$ cat src/hw/rtl/bwcap_pkg.sv
// Shared types and constants for the credit-capped bandwidth limiter.
`default_nettype none
package bwcap_pkg;

  localparam int unsigned LIMIT_W = 32;
  localparam int unsigned BYTES_W = 32;
  localparam int unsigned TIME_W = 64;
  localparam int unsigned MS_PER_SEC = 1000;
  localparam int unsigned CREDIT_CAP_MS = 10000;

  // The first division works through the whole 64-bit total.
  localparam int unsigned DIV1_STEPS = TIME_W;
  // The remainder times 1000 stays below 2^42, so the second division needs 42 steps.
  localparam int unsigned R1000_W = LIMIT_W + 10;
  localparam int unsigned DIV2_STEPS = R1000_W;
  localparam int unsigned DIV2_PAD = TIME_W - R1000_W;
  localparam int unsigned CNT_W = $clog2(DIV1_STEPS + 1);
  // The sub-second part of the target time is always below 1000.
  localparam int unsigned PART_W = 10;

  localparam logic KIND_TICK = 1'b0;
  localparam logic KIND_XFER = 1'b1;

  typedef struct packed {
    logic tick;       // advance the millisecond clock
    logic xfer;       // add the byte count and load the first division
    logic div_step;   // one restoring division step
    logic mul;        // scale the quotient and load the second division
    logic eta;        // form the target time and the elapsed time
    logic bound;      // form the target plus the credit cap
    logic cap;        // clamp the unused credit
    logic out_load;   // load the output register
    logic out_zero;   // the loaded delay is zero (limiting disabled)
  } cmd_t;

  typedef struct packed {
    logic limit_zero; // the rate limit register holds zero
    logic div_last;   // the current division step is the final one
  } sts_t;

endpackage
`default_nettype wire

$ cat src/hw/rtl/bandwidth_limiter_credit_cap_core.sv
// Top level of the credit-capped bandwidth limiter: controller plus datapath.
// A tick request produces no result and leaves the block in idle; the block is ready again next cycle.
// A transfer with limiting enabled is accepted, runs 64 steps of the one-bit-per-cycle restoring
// divider, is scaled, runs 42 more steps, and then forms the target, the cap and the delay; the
// result loads once the output register is free. A zero-limit transfer goes straight to delivery.
// Synchronous active-low reset clears the clock, start time, byte total, limit and all control.
`default_nettype none
module bandwidth_limiter_credit_cap_core (
  input  wire logic        clk,
  input  wire logic        rst_n,
  // Configuration: the rate limit in bytes per second, zero disables limiting.
  input  wire logic        cfg_we,
  input  wire logic [31:0] cfg_wdata,
  // Input channel.
  input  wire logic        in_tvalid,
  output logic             in_tready,
  input  wire logic [31:0] in_tdata,   // [31:0] byte_count
  input  wire logic [0:0]  in_tuser,   // [0] kind: 0 = millisecond tick, 1 = transfer
  // Result channel.
  output logic             out_tvalid,
  input  wire logic        out_tready,
  output logic [63:0]      out_tdata   // [63:0] delay_ms
);
  import bwcap_pkg::*;

  // Command and status between the controller and the datapath.
  cmd_t cmd;
  sts_t sts;

  // The controller sequences each request: ticks are handled directly in the idle
  // state, while a transfer with a nonzero limit walks through the two divisions and the cap logic.
  // The result sits in an output register, so a new request is taken while the
  // previous result still waits on the result channel.
  bwcap_ctrl u_ctrl (
    .clk        (clk),
    .rst_n      (rst_n),
    .in_tvalid  (in_tvalid),
    .in_tready  (in_tready),
    .in_kind    (in_tuser[0]),
    .out_tvalid (out_tvalid),
    .out_tready (out_tready),
    .sts        (sts),
    .cmd        (cmd)
  );

  // The datapath holds the millisecond clock, start time, byte total and the limit,
  // computes the target time as whole seconds times 1000 plus the scaled remainder
  // over the limit, and clamps any unused credit to the cap.
  bwcap_datapath u_dp (
    .clk           (clk),
    .rst_n         (rst_n),
    .cfg_we        (cfg_we),
    .cfg_wdata     (cfg_wdata),
    .in_byte_count (in_tdata),
    .cmd           (cmd),
    .sts           (sts),
    .delay_ms      (out_tdata)
  );

endmodule
`default_nettype wire

$ cat src/hw/rtl/bwcap_datapath.sv
// Datapath of the bandwidth limiter: time and byte state, divider and delay register.
`default_nettype none
module bwcap_datapath (
  input  wire logic                          clk,
  input  wire logic                          rst_n,
  input  wire logic                          cfg_we,
  input  wire logic [bwcap_pkg::LIMIT_W-1:0] cfg_wdata,
  input  wire logic [bwcap_pkg::BYTES_W-1:0] in_byte_count,
  input  wire bwcap_pkg::cmd_t               cmd,
  output bwcap_pkg::sts_t                    sts,
  output logic [bwcap_pkg::TIME_W-1:0]       delay_ms
);
  import bwcap_pkg::*;

  logic [LIMIT_W-1:0] rate_limit_r;
  logic [TIME_W-1:0]  clock_r;
  logic [TIME_W-1:0]  start_r;
  logic [TIME_W-1:0]  total_r;
  logic [TIME_W-1:0]  total_nxt;

  logic [TIME_W-1:0]  quo_r;
  logic [LIMIT_W-1:0] rem_r;
  logic [CNT_W-1:0]   cnt_r;
  logic [TIME_W-1:0]  whole_r;
  logic [TIME_W-1:0]  eta_r;
  logic [TIME_W-1:0]  elapsed_r;
  logic [TIME_W-1:0]  bound_r;
  logic [TIME_W-1:0]  delay_r;

  logic [LIMIT_W:0]   trial;
  logic               fits;
  logic [LIMIT_W:0]   trial_sub;
  logic [TIME_W-1:0]  whole_nxt;
  logic [R1000_W-1:0] r1000;

  assign total_nxt = total_r + {{(TIME_W-BYTES_W){1'b0}}, in_byte_count};

  // Restoring division: shift one dividend bit into the partial remainder.
  assign trial     = {rem_r, quo_r[TIME_W-1]};
  assign fits      = (trial >= {1'b0, rate_limit_r});
  assign trial_sub = trial - {1'b0, rate_limit_r};

  // Multiplications by 1000 as 1024 - 16 - 8.
  assign whole_nxt = (quo_r << 10) - (quo_r << 4) - (quo_r << 3);
  assign r1000 = ({{(R1000_W-LIMIT_W){1'b0}}, rem_r} << 10)
               - ({{(R1000_W-LIMIT_W){1'b0}}, rem_r} << 4)
               - ({{(R1000_W-LIMIT_W){1'b0}}, rem_r} << 3);

  always_ff @(posedge clk) begin
    if (!rst_n) begin
      rate_limit_r <= '0;
      clock_r      <= '0;
      start_r      <= '0;
      total_r      <= '0;
    end else begin
      if (cfg_we) begin
        rate_limit_r <= cfg_wdata;
      end
      if (cmd.tick) begin
        clock_r <= clock_r + TIME_W'(1);
      end
      if (cmd.xfer) begin
        total_r <= total_nxt;
      end
      if (cmd.cap && (elapsed_r > bound_r)) begin
        start_r <= clock_r - bound_r;
      end
    end
  end

  always_ff @(posedge clk) begin
    if (cmd.xfer) begin
      quo_r <= total_nxt;
      rem_r <= '0;
      cnt_r <= CNT_W'(DIV1_STEPS);
    end else if (cmd.mul) begin
      whole_r <= whole_nxt;
      quo_r   <= {r1000, {DIV2_PAD{1'b0}}};
      rem_r   <= '0;
      cnt_r   <= CNT_W'(DIV2_STEPS);
    end else if (cmd.div_step) begin
      quo_r <= {quo_r[TIME_W-2:0], fits};
      rem_r <= fits ? trial_sub[LIMIT_W-1:0] : trial[LIMIT_W-1:0];
      cnt_r <= cnt_r - CNT_W'(1);
    end
    if (cmd.eta) begin
      eta_r     <= whole_r + {{(TIME_W-PART_W){1'b0}}, quo_r[PART_W-1:0]};
      elapsed_r <= clock_r - start_r;
    end
    if (cmd.bound) begin
      bound_r <= eta_r + TIME_W'(CREDIT_CAP_MS);
    end
    if (cmd.cap && (elapsed_r > bound_r)) begin
      elapsed_r <= bound_r;
    end
    if (cmd.out_load) begin
      if (cmd.out_zero || !(eta_r > elapsed_r)) begin
        delay_r <= '0;
      end else begin
        delay_r <= eta_r - elapsed_r;
      end
    end
  end

  assign sts.limit_zero = (rate_limit_r == '0);
  assign sts.div_last   = (cnt_r == CNT_W'(1));
  assign delay_ms       = delay_r;

  // After the clamp the elapsed time never runs past the capped target.
  a_cap_clamps: assert property (@(posedge clk) disable iff (!rst_n)
    cmd.cap |=> (elapsed_r <= bound_r))
    else $error("elapsed time exceeds capped target after clamp");

  // A division step always runs with a nonzero divisor.
  a_div_nonzero: assert property (@(posedge clk) disable iff (!rst_n)
    cmd.div_step |-> !sts.limit_zero)
    else $error("division step with zero rate limit");

  // The scaled remainder over the limit is always a sub-second amount.
  a_part_range: assert property (@(posedge clk) disable iff (!rst_n)
    cmd.eta |-> (quo_r < TIME_W'(MS_PER_SEC)))
    else $error("sub-second part of the target time out of range");

endmodule
`default_nettype wire

$ cat src/hw/rtl/bwcap_ctrl.sv
// Controller state machine of the bandwidth limiter.
`default_nettype none
module bwcap_ctrl (
  input  wire logic           clk,
  input  wire logic           rst_n,
  input  wire logic           in_tvalid,
  output logic                in_tready,
  input  wire logic           in_kind,
  output logic                out_tvalid,
  input  wire logic           out_tready,
  input  wire bwcap_pkg::sts_t sts,
  output bwcap_pkg::cmd_t     cmd
);
  import bwcap_pkg::*;

  localparam logic [2:0] S_IDLE = 3'd0;
  localparam logic [2:0] S_DIV1 = 3'd1;
  localparam logic [2:0] S_MUL  = 3'd2;
  localparam logic [2:0] S_DIV2 = 3'd3;
  localparam logic [2:0] S_ETA  = 3'd4;
  localparam logic [2:0] S_BND  = 3'd5;
  localparam logic [2:0] S_CAP  = 3'd6;
  localparam logic [2:0] S_DONE = 3'd7;

  logic [2:0] state_r;
  logic [2:0] state_nxt;
  logic       zero_r;
  logic       zero_nxt;
  logic       out_valid_r;
  logic       out_valid_nxt;
  logic       accept;
  logic       out_free;

  assign in_tready = (state_r == S_IDLE);
  assign accept    = in_tvalid && in_tready;
  assign out_free  = !out_valid_r || out_tready;

  always_comb begin
    state_nxt = state_r;
    zero_nxt  = zero_r;
    cmd       = '0;
    case (state_r)
      S_IDLE: begin
        if (accept) begin
          if (in_kind == KIND_TICK) begin
            cmd.tick = 1'b1;
          end else if (sts.limit_zero) begin
            zero_nxt  = 1'b1;
            state_nxt = S_DONE;
          end else begin
            cmd.xfer  = 1'b1;
            state_nxt = S_DIV1;
          end
        end
      end
      S_DIV1: begin
        cmd.div_step = 1'b1;
        if (sts.div_last) begin
          state_nxt = S_MUL;
        end
      end
      S_MUL: begin
        cmd.mul   = 1'b1;
        state_nxt = S_DIV2;
      end
      S_DIV2: begin
        cmd.div_step = 1'b1;
        if (sts.div_last) begin
          state_nxt = S_ETA;
        end
      end
      S_ETA: begin
        cmd.eta   = 1'b1;
        state_nxt = S_BND;
      end
      S_BND: begin
        cmd.bound = 1'b1;
        state_nxt = S_CAP;
      end
      S_CAP: begin
        cmd.cap   = 1'b1;
        state_nxt = S_DONE;
      end
      S_DONE: begin
        if (out_free) begin
          cmd.out_load = 1'b1;
          cmd.out_zero = zero_r;
          zero_nxt     = 1'b0;
          state_nxt    = S_IDLE;
        end
      end
      default: begin
        state_nxt = S_IDLE;
        zero_nxt  = 1'b0;
      end
    endcase
  end

  always_comb begin
    out_valid_nxt = out_valid_r;
    if (cmd.out_load) begin
      out_valid_nxt = 1'b1;
    end else if (out_tready) begin
      out_valid_nxt = 1'b0;
    end
  end

  always_ff @(posedge clk) begin
    if (!rst_n) begin
      state_r     <= S_IDLE;
      zero_r      <= 1'b0;
      out_valid_r <= 1'b0;
    end else begin
      state_r     <= state_nxt;
      zero_r      <= zero_nxt;
      out_valid_r <= out_valid_nxt;
    end
  end

  assign out_tvalid = out_valid_r;

  // The output register is only overwritten once its request has been taken.
  a_load_free: assert property (@(posedge clk) disable iff (!rst_n)
    cmd.out_load |-> (!out_valid_r || out_tready))
    else $error("output register overwritten while still pending");

  // The first division hands over to the scaling step.
  a_div1_to_mul: assert property (@(posedge clk) disable iff (!rst_n)
    (state_r == S_DIV1 && sts.div_last) |=> (state_r == S_MUL))
    else $error("first division did not finish into scaling");

  // A tick never leaves the idle state.
  a_tick_idle: assert property (@(posedge clk) disable iff (!rst_n)
    (accept && in_kind == KIND_TICK) |=> (state_r == S_IDLE))
    else $error("tick request left the idle state");

  // The zero-delay flag only lives while waiting to deliver.
  a_zero_done: assert property (@(posedge clk) disable iff (!rst_n)
    zero_r |-> (state_r == S_DONE))
    else $error("zero-delay flag set outside the delivery state");

endmodule
`default_nettype wire

$ cat config.mk
export PLATFORM = sky130hd
export DESIGN_NAME = bandwidth_limiter_credit_cap_core
export DESIGN_NICKNAME = d
export VERILOG_FILES = /design/src/hw/rtl/bwcap_pkg.sv /design/src/hw/rtl/bandwidth_limiter_credit_cap_core.sv /design/src/hw/rtl/bwcap_datapath.sv /design/src/hw/rtl/bwcap_ctrl.sv
export SDC_FILE = /design/constraint.sdc
export NUM_CORES = 2
export LEC_CHECK = 0
export ABC_AREA = 1
export BUFFER_PORTS_ARGS = -buffer_cell sky130_fd_sc_hd__buf_4
export CAP_MARGIN = 5
export CELL_PAD_IN_SITES_DETAIL_PLACEMENT = 0
export CELL_PAD_IN_SITES_GLOBAL_PLACEMENT = 1
export CORE_MARGIN = 2
export CORE_UTILIZATION = 42
export DETAILED_ROUTE_END_ITERATION = 7
export GPL_ROUTABILITY_DRIVEN = 1
export PLACE_DENSITY = 0.88
export SLEW_MARGIN = 0
export SYNTH_ARGS = -nofsm -noshare
export SYNTH_HDL_FRONTEND = slang
export SYNTH_SLANG_ARGS = --single-unit
$ cat constraint.sdc
create_clock -name clk -period 5.3 [get_ports clk]
set_input_delay 1.59 -clock clk [delete_from_list [all_inputs] [get_ports clk]]
set_output_delay 1.59 -clock clk [all_outputs]
set_load 0.1 [all_outputs]
==> results by stage <==
Run status:
- The flow ran to the end, and the final reports show no timing, DRC or antenna violations.

Synthesis:
- The most used flip-flop cell after synthesis is edfxtp_1.
- The synthesized area per cell is 6.37 um2.
- The synthesized design contains approximately 380 enable-type register cells.
- The mapped netlist covers a little over 60000 um2.
- Counting flops with an async set or reset pin after synthesis yields a share of 0.
- Yosys printed 0 warnings.
- The sequential share of the synthesized area is 0.271.
- The number of nets handed over by synthesis was 10336.
- Synthesis inferred 649 register bits.
- The synthesized instance count is ~10000.
- The number of distinct library cell variants in the gate-level netlist after synthesis is 55.

Detailed routing:
- Before antenna repair, the detailed router went through 6 iterations.
- The number of nets still failing antenna checks after routing is 0.
- The number of DRC violations after detailed routing is 0.
- The detailed router's first-iteration violation count is 5702.
- The post-detailed-routing wire length is 253000 um.
- The routed via count divided by cell count is ~5.3.
- The routed layout has ~63000 vias.
- The wire length per cell after detailed routing is ~21 um.

Layout:
- The fraction of final layout cells with drive strength greater than 1 is 0.0442.
- The synthesis-to-layout area growth is 9.95%.
- The diode insertion count for antenna repair is 0.
- The top cell types in the final layout, fill and taps aside, are nand2_1 (2897), inv_1 (1704), nor2_1 (1134), a21oi_1 (670), nand3_1 (593).
- Leaving out fill and tap cells, the most frequent cell in the layout is nand2_1.
- Measured on the finished design, the core utilization comes to 0.463.
- The net count of the finished layout is 10456.

STA:
- Setup repair after global routing left no endpoint under its margin.
- The final number of hold-violating endpoints is 0.
- The worst path in the final design needs a cycle of 3.81 ns, including I/O delays and setup.
- The headroom to the max-slew limit is 0.255.
- The share of the clock period used by the worst path after layout is 0.718.
- The number of max-slew violations in the final report is 0.
- On the final layout, the worst clock skew is 0.0450 ns.
- Based on the critical path, the design can be clocked at up to 263 MHz.
- For the pin with the worst max-slew slack, the measured transition is 1.12 ns.
- Setup violations remaining at the end of the flow were counted as 0.
- For the final routed database, the setup TNS stands at 0 ns.

Clock network:
- Clock-pin slew was measured on the worst setup and hold paths at 0.06 ns.
- For the worst-skew pair, the clock arrives at the later sink with an insertion delay of slightly above 0.7 ns.
- The H-tree was split into 3 levels.
- The number of setup buffers added after CTS is 0.
- The clock sink total is 649.
- The number of hold-repair buffers added at the cts stage is 0.
- In this run, CTS created clock tree buffers numbering 83.
- The cell chosen for the clock root is clkbuf_16.
- The TritonCTS clock tree is built.
- The number of instances resized during post-cts repair is 0.
- No sink is reached through more buffers than the 3 on the longest clock path.

Setup path:
- The biggest fanout along the worst timing path is 64.
- The slack of the worst reg-to-reg path is around 1.5 ns.
- By startpoint and endpoint, the worst setup path is classified as register to register.
- Data arrives at the worst endpoint at 4.14 ns.
- The critical path endpoint category is a register.
- The required time of the worst setup path is 5.63 ns.
- The startpoint class of the critical path is a register.

Floorplanning:
- After floorplanning, the core was divided into 141 placement rows.
- The height of the die is 388 um.
- The die covers 151000 um2.
- The area inside the core boundary is 147000 um2.
- The effective utilization at floorplan is 0.421.
- The horizontal extent of the die is 388 um.
- In this run the count of I/O pins placed on the die edge is approximately 140.

Power and ir drop:
- The sequential share of power is 0.187.
- Cell internal power was estimated by the tool at approximately 23 mW.
- The switching share of power is 0.556.
- The relative contribution of combinational cells to total power is 0.686.
- Summed over all nets, the switching power comes to roughly 29 mW.
- The worst vdd rail ir drop is 0.000670 V.
- The leakage power summed over all cells is 33.2 nW.
- In this run the power density over the cells is 752 nW/um2.
- The share of total power dissipated in the clock network is 0.127.

Placement:
- Summed over all nets, the half-perimeter wirelength after detailed placement is 213000 um.
- The last weighted congestion value of the routability-driven placer is 1.00.
- The number of I/O port buffers is between 100 and 150.

Global routing:
- The first global-routing pass estimated 376000 um of wire.
- In the global route stage, overall resource usage came out at 0.329.
- The total congestion overflow after global routing is 0.
- The number of global-route vias before repair came to 60388.
- The maximum number of pins on one net before global-route repair is just over 80.
- The initial antenna violation count was 0.

Min path:
- The type of the worst min-delay path is register to register.

Job:
- The number of violations of the max-capacitance limit is 0.
## flip-flops by register name (all words and copies together), names as in the netlist
signal / count
u_ctrl.out_tvalid: 1
u_ctrl.state_r: 3
u_ctrl.zero_r: 1
u_dp.bound_r: 64
u_dp.clock_r: 64
u_dp.cnt_r: 7
u_dp.delay_ms: 64
u_dp.elapsed_r: 64
u_dp.eta_r: 64
u_dp.quo_r: 64
u_dp.rate_limit_r: 32
u_dp.rem_r: 32
u_dp.start_r: 64
u_dp.total_r: 64
u_dp.whole_r: 61
## logic make-up after synthesis
kind of cell,Yosys count,synth area share
buffers and inverters,1839,0.114
AOI/OAI and AO/OA,1240,0.107
and+or+nand+nor,5129,0.342
adders and majority gates,528,0.117
xor gates and xnor gates,353,0.0498
DFF,649,0.271
## synth_stat cells (11+ instances only)
cell | count | area (um2)
nand2_1 | 2899 | 10900
inv_1 | 1705 | 6400
nor2_1 | 1138 | 4270
a21oi_1 | 670 | 3350
nand3_1 | 593 | 2970
ha_1 | 444 | 5560
edfxtp_1 | 381 | 11400
o21ai_0 | 372 | 1860
dfxtp_1 | 268 | 5370
xor2_1 | 258 | 2260
nand4_1 | 158 | 988
nor3_1 | 152 | 761
xnor2_1 | 95 | 832
fa_1 | 84 | 1680
clkbuf_1 | 57 | 214
o21bai_1 | 44 | 330
nor4_1 | 43 | 269
buf_2 | 38 | 190
nand3b_1 | 37 | 278
o21ai_1 | 30 | 150
nor2_2 | 28 | 175
a21oi_2 | 26 | 228
o211ai_1 | 23 | 173
nand2_2 | 21 | 131
or2_2 | 20 | 125
a21o_1 | 19 | 143
o21a_1 | 15 | 113
a31oi_1 | 13 | 81.3
buf_4 | 11 | 82.6
## layer usage
metal | vias to the layer above | GRT usage | routed length, um
li1 | 31322 | - | -
met4 | 0 | 0.142 | 12600
met2 | 2043 | 0.540 | 114000
met1 | 29134 | 0.434 | 111000
met3 | 400 | 0.0429 | 15800
met5 | - | 0 | 0
## per-stage QoR
step	power (mW)	setup WS (ns)	instances	cell area [um2]	hold WS, ns
after floorplan	32.9	0.942	9738	62100	0.426
after global placement	44.1	1.13	11703	65200	0.457
after detailed placement	44.3	1.13	11703	65200	0.460
after CTS	51.0	1.57	11859	68300	0.469
after global routing	55.7	1.34	11859	68300	0.487
final	51.3	1.49	11859	68300	0.470
## worst max-delay path, stage by stage, from the launching register on
cell and delay [ns]:
edfxtp_1 0.37, inv_1 0.27, ha_1 0.19, nand2_1 0.07
nor2_1 0.16, nand2_1 0.12, nor2_1 0.26, nand2_1 0.14
nand2_1 0.17, nand2_1 0.09, nand2_2 0.25, nand2_4 0.39
o21ai_4 0.15, buf_4 0.68
## layout make-up
cell class                      count  area, um2
Timing Repair Buffer              157       1220
Clock inverter                     54        852
Clock buffer                      102       2250
Fill cell                       15732      79100
Tap cell                         1930       2410
Inverter                         1717       6450
Multi-Input combinational cell   7250      38300
Sequential cell                   649      16800
## path summary, 6_finish.rpt
check                                             startpoint                           end  cells past startpoint
worst max register to register    u_dp.bound_r[30]$_DFFE_PP_  u_dp.elapsed_r[63]$_DFFE_PP_                     13
worst max-delay path              u_dp.bound_r[30]$_DFFE_PP_  u_dp.elapsed_r[63]$_DFFE_PP_                     13
worst min-delay path            u_dp.total_r[4]$_SDFFE_PN0P_  u_dp.total_r[4]$_SDFFE_PN0P_                      2
worst min register to register  u_dp.total_r[4]$_SDFFE_PN0P_  u_dp.total_r[4]$_SDFFE_PN0P_                      2
## power groups by stage
stage	logic [mW]	registers (mW)	clock network, mW
2_1_floorplan	23.8	9.13	0
3_3_place_gp	34.4	9.67	0
3_5_place_dp	34.6	9.68	0
4_1_cts	34.8	9.58	6.64
5_1_grt	39.2	9.72	6.81
6_report	35.2	9.60	6.53
Note: power is estimated with default switching activity, not from simulation.
